===== config.mk =====
export PLATFORM = sky130hd
export DESIGN_NAME = fosl_cell
export DESIGN_NICKNAME = d
export VERILOG_FILES = /design/src/hdl/fosl_pkg.sv /design/src/hdl/fosl_cell.sv
export SDC_FILE = /design/constraint.sdc
export NUM_CORES = 1
export LEC_CHECK = 0
export ABC_AREA = 1
export BUFFER_PORTS_ARGS = -buffer_cell sky130_fd_sc_hd__buf_4
export CAP_MARGIN = 20
export CORE_ASPECT_RATIO = 1.2
export CORE_MARGIN = 3
export CORE_UTILIZATION = 43
export CTS_CLUSTER_DIAMETER = 50
export DETAILED_ROUTE_END_ITERATION = 8
export GPL_ROUTABILITY_DRIVEN = 0
export MAX_ROUTING_LAYER = met4
export PLACE_DENSITY = 0.88
export REMOVE_ABC_BUFFERS = 1
export SETUP_SLACK_MARGIN = 0.1
export SLEW_MARGIN = 15
export SYNTH_ARGS = -nofsm -noshare
export SYNTH_HDL_FRONTEND = slang
export SYNTH_SLANG_ARGS = --single-unit

===== constraint.sdc =====
create_clock -name clk -period 2.2 [get_ports clk]
set_input_delay 0.22 -clock clk [delete_from_list [all_inputs] [get_ports clk]]
set_output_delay 0.22 -clock clk [all_outputs]
set_load 0.01 [all_outputs]

===== src/hdl/fosl_pkg.sv =====
// Package for the frequency-ordered search list: widths, codes and shared types.
`default_nettype none
package fosl_pkg;

  // Table depth default and fixed field widths
  localparam int MAX_ENTRIES_DEF = 64;
  localparam int KEY_W           = 32;
  localparam int HITS_W          = 32;
  localparam int OP_W            = 2;
  localparam int STATUS_W        = 2;
  localparam int POS_W           = 6;

  // Request opcodes
  localparam logic [OP_W-1:0] OP_APPEND = 2'd0;
  localparam logic [OP_W-1:0] OP_LOOKUP = 2'd1;
  localparam logic [OP_W-1:0] OP_CLEAR  = 2'd2;

  // Result status codes
  localparam logic [STATUS_W-1:0] STATUS_OK      = 2'd0;
  localparam logic [STATUS_W-1:0] STATUS_MISSING = 2'd1;
  localparam logic [STATUS_W-1:0] STATUS_FULL    = 2'd2;

  // Controls broadcast from the sequencer to every cell
  typedef struct packed {
    logic             wr_en;    // write the key at the indexed tail cell
    logic             start;    // inject the search token into the head cell
    logic             scan;     // search token is walking the chain
    logic             promote;  // promoted entry is bubbling toward the head
    logic [KEY_W-1:0] key;      // key to write or search for
  } fosl_ctrl_t;

  // Status returned by each cell
  typedef struct packed {
    logic found;     // token holder matched the key this cycle
    logic swap_req;  // hot entry swaps with its predecessor this cycle
    logic hot;       // cell holds the entry being promoted
    logic tok;       // cell holds the search token
  } fosl_cell_st_t;

endpackage
`default_nettype wire


===== src/hdl/fosl_cell.sv =====
// One table cell: holds a key and hit count, passes the search token and swaps with neighbours.
`default_nettype none
module fosl_cell
  import fosl_pkg::*;
#(
  parameter int INDEX = 0,
  parameter int IDX_W = 6
) (
  input  wire logic              clk,
  input  wire logic              rst,
  input  wire fosl_ctrl_t        ctrl,
  input  wire logic [IDX_W-1:0]  wr_idx,
  input  wire logic [KEY_W-1:0]  prev_key,
  input  wire logic [HITS_W-1:0] prev_hits,
  input  wire logic [KEY_W-1:0]  next_key,
  input  wire logic [HITS_W-1:0] next_hits,
  input  wire logic              pass_in,
  input  wire logic              swap_up_in,
  output logic [KEY_W-1:0]       key_o,
  output logic [HITS_W-1:0]      hits_o,
  output logic                   pass_out,
  output fosl_cell_st_t          st
);

  localparam logic HAS_PREV = (INDEX != 0);

  logic [KEY_W-1:0]  key;
  logic [HITS_W-1:0] hits;
  logic              tok;
  logic              hot;
  logic              hot_next;
  logic              key_eq;
  logic              found;
  logic              swap_req;
  logic              wr_here;
  logic [HITS_W-1:0] hits_inc;

  // Local compare and decisions
  assign key_eq   = (key == ctrl.key);
  assign found    = ctrl.scan && tok && key_eq;
  assign pass_out = ctrl.scan && tok && !key_eq;
  assign swap_req = HAS_PREV && ctrl.promote && hot && (prev_hits < hits);
  assign wr_here  = ctrl.wr_en && (wr_idx == IDX_W'(INDEX));
  assign hits_inc = (hits == '1) ? hits : hits + HITS_W'(1);

  // Hand the promoted mark forward along with the entry
  always_comb begin
    if (found) begin
      hot_next = 1'b1;
    end else if (ctrl.promote) begin
      if (swap_up_in) begin
        hot_next = 1'b1;
      end else if (swap_req) begin
        hot_next = 1'b0;
      end else begin
        hot_next = hot;
      end
    end else begin
      hot_next = 1'b0;
    end
  end

  // Token and promotion mark
  always_ff @(posedge clk) begin
    if (rst) begin
      tok <= 1'b0;
      hot <= 1'b0;
    end else begin
      tok <= pass_in;
      hot <= hot_next;
    end
  end

  // Entry payload: write, count a hit, or swap with a neighbour
  always_ff @(posedge clk) begin
    if (wr_here) begin
      key  <= ctrl.key;
      hits <= '0;
    end else if (found) begin
      hits <= hits_inc;
    end else if (swap_req) begin
      key  <= prev_key;
      hits <= prev_hits;
    end else if (swap_up_in) begin
      key  <= next_key;
      hits <= next_hits;
    end
  end

  assign key_o       = key;
  assign hits_o      = hits;
  assign st.found    = found;
  assign st.swap_req = swap_req;
  assign st.hot      = hot;
  assign st.tok      = tok;

endmodule
`default_nettype wire


==> results.py <==
metrics = {
    "run_status": {
        "status": "complete, no violations",
    },
    "place": {
        "placed_area_sq_mm": 0.00664,
        "dp_hpwl_mm": 12.0,
        "io_buffers": 176,
        "place_ws_ps": 93.6,
    },
    "global_route": {
        "grt_overflow_total": 0,
        "grt_pass1_vias": 5657,
        "grt_max_degree": 57,
        "antenna_found_initial": 0,
        "grtUsageTotal_pct": 25.5,
        "grt_first_pass_wirelength_mm": 26.6,
    },
    "layout": {
        "layout.cells.most_common_list": "nand2_1 (306), buf_4 (200), inv_1 (124), nor2_1 (105), nand3_1 (70)",
        "num_antenna_cells": 0,
        "design_area_sq_mm": 0.00720,
        "syn_to_final_growth_pct": 40.9,
        "fillers": 978,
        "ff_latch_area_sq_mm": 0.00164,
        "drive_gt1_share_pct": 26.6,
        "nNetsFinal": 1213,
        "layout_commonest_cell": "nand2_1",
        "multi_input_area_sq_mm": 0.00293,
    },
    "run": {
        "drv_cap": 0,
    },
    "worst_setup_path": {
        "end_kind": "output port",
        "cp-startpoint": "key_o[31]$_DFFE_PP_",
        "worst-path-max-fanout": 3,
        "required_ps": 1980,
        "r2r-start": "hits_o[0]$_SDFFE_PN0P_",
        "startpoint_type": "register",
        "worstSetupPathType": "register to output port",
        "critPathArrivalTime_ps": 1830,
    },
    "timing": {
        "fin_ws_ps": 153,
        "fin_crit_ps": 2050,
        "skew_ps": 8.68,
        "worstMarginPinSlew_ps": 549,
        "final.period_utilization_pct": 93.1,
        "rsz0062_at_grt": "yes",
        "finalHoldViolCount": 0,
        "fmax_mhz": 488,
        "report.final.slew_viol_count": 0,
        "hold-worst-slack_ps": 53.7,
        "setup_viol": 0,
        "worst_slew_margin_rel_pct": 63.4,
        "fin_tns_setup_ps": 0,
    },
    "drt": {
        "wl_mm": 16.8,
        "dr.pass1.iters": 5,
        "wire_per_inst_microns": 14.0,
        "via_per_inst": 4.98,
        "drt_iter0_drc": 502,
        "ant_nets": 0,
        "drc_errors": 0,
        "vias": 5970,
    },
    "clocking": {
        "clk_pin_slew_ps": 60,
        "clkSinkCount": 66,
        "numCtsBuffers": 9,
        "root_buffer": "clkbuf_16",
        "clock_path_buffers": 2,
        "htree_levels": 3,
        "cts_tree": "done",
        "hold_buffers": 0,
        "worstSkewPairLatency_ps": 330,
    },
    "floorplanning": {
        "dieArea_sq_mm": 0.0132,
        "rows": 43,
        "start_util_pct": 44.2,
        "coreArea_sq_mm": 0.0116,
        "die_w_microns": 106,
        "die_h_microns": 125,
        "io-pin-count": 243,
    },
    "synthesis": {
        "synth_top_family_by_area": "simple AND/OR/NAND/NOR gates",
        "synth_compound_gate_area_share_pct": 2.84,
        "ys_types": 31,
        "synth_warnings": 0,
        "yosys.area_share.simple_pct": 43.6,
        "synth-adder-area-share_pct": 0.245,
        "syn-cell-area_sq_mm": 0.00511,
        "avgSynthCellArea_sq_um": 6.02,
        "synth_seq_cells": 66,
        "yosysSeqAreaShare_pct": 32.1,
        "syn_inst": 849,
        "synthMuxAreaShare_pct": 1.76,
        "synthXorXnorAreaFrac_pct": 6.51,
    },
    "pwr": {
        "pwr_density_cell_mw_per_mm2": 538,
        "ir_worst_vdd_mv": 0.318,
        "power_leakage_nw": 4.05,
    },
    "hold_path": {
        "hp-class": "primary input to register",
        "hold_start": "rst",
    },
}
## critical path, stage by stage (launching register included)
cell	delay [ps]
edfxtp_1	450
xnor2_2	200
nand2_1	70
nor2_1	110
nand2_1	100
nor2_4	170
nand3_4	120
buf_12	150
clkinv_4	40
buf_6	80
## synth_stat cells (all sizes together)
cell / n / share of area, %
inv: 132 / 9.7
nand3b: 5 / 0.73
and2: 1 / 0.12
xnor2: 10 / 1.7
ha: 1 / 0.24
clkbuf: 13 / 0.96
nand4: 11 / 1.5
nor3: 9 / 0.98
clkinv: 1 / 0.073
xor2: 28 / 4.8
nand3: 72 / 7.3
nor4: 1 / 0.12
mux2: 8 / 1.8
edfxtp: 32 / 19
dfxtp: 34 / 13
a21oi: 2 / 0.20
buf: 19 / 2.1
o21ai: 27 / 2.6
nand2: 321 / 24
conb: 1 / 0.073
nor2: 121 / 9.1
## per-stage QoR
stage	util, %	power, mW	instances
after floorplan	-	2.04	817
after global placement	57.4	2.49	1168
after detailed placement	57.4	2.52	1168
after CTS	60.9	3.84	1192
after global routing	62.2	4.08	1200
final	62.2	3.88	1200
## kinds of logic (layout without fill, tap and decap cells)
kind of cell | Yosys count | count (layout)
AOI/OAI and AO/OA | 29 | 29
DFF | 66 | 66
adders and majority gates | 1 | 1
muxes | 8 | 8
other | 1 | 1
buffers and inverters | 165 | 359
xor gates and xnor gates | 38 | 38
and+or+nand+nor | 541 | 541
## per-layer routing
metal	wire length [microns]	part of all wire (%)	global-route usage, %
met1	6390	38	28.1
met2	8350	50	44.3
met3	1420	8.4	4.70
met4	672	4.0	11.6
met5	0	0	-
## path summary, 6_finish.rpt
check | slack, ps | cells past startpoint | to
worst max register to register | 210 | 11 | hits_o[18]$_SDFFE_PN0P_
worst min register to register | 570 | 2 | hot$_SDFFE_PP0P_
worst max-delay path | 150 | 9 | st[3]
worst min-delay path | 50 | 2 | hot$_SDFFE_PP0P_
## what timing repair did
action / CTS / global route
resized for setup: 8 / 45
pin swaps: 4 / 29
gates cloned: 2 / 1
endpoints found under the setup margin: 6 / 66
buffers inserted: 6 / 9
## registers in the layout (all words and copies together) (netlist names)
signal  cells
tok         1
hits_o     32
key_o      32
hot         1
## where the power goes
part / switching [mW] / leakage [nW] / total [mW] / internal (mW)
registers: 0.122 / 0.600 / 1.53 / 1.41
logic: 0.534 / 3.32 / 1.03 / 0.495
clock network: 0.532 / 0.134 / 1.32 / 0.785
total: 1.19 / 4.05 / 3.88 / 2.69
## layout make-up
| cell class | instances | share of cell area, % |
|---|---|---|
| Clock buffer | 12 | 3.42 |
| Clock inverter | 4 | 0.261 |
| Timing Repair Buffer | 210 | 23.0 |
| Multi-Input combinational cell | 618 | 40.7 |
| Tap cell | 157 | 2.73 |
| Inverter | 133 | 7.07 |
| Sequential cell | 66 | 22.8 |
Note: power is estimated with default switching activity, not from simulation.
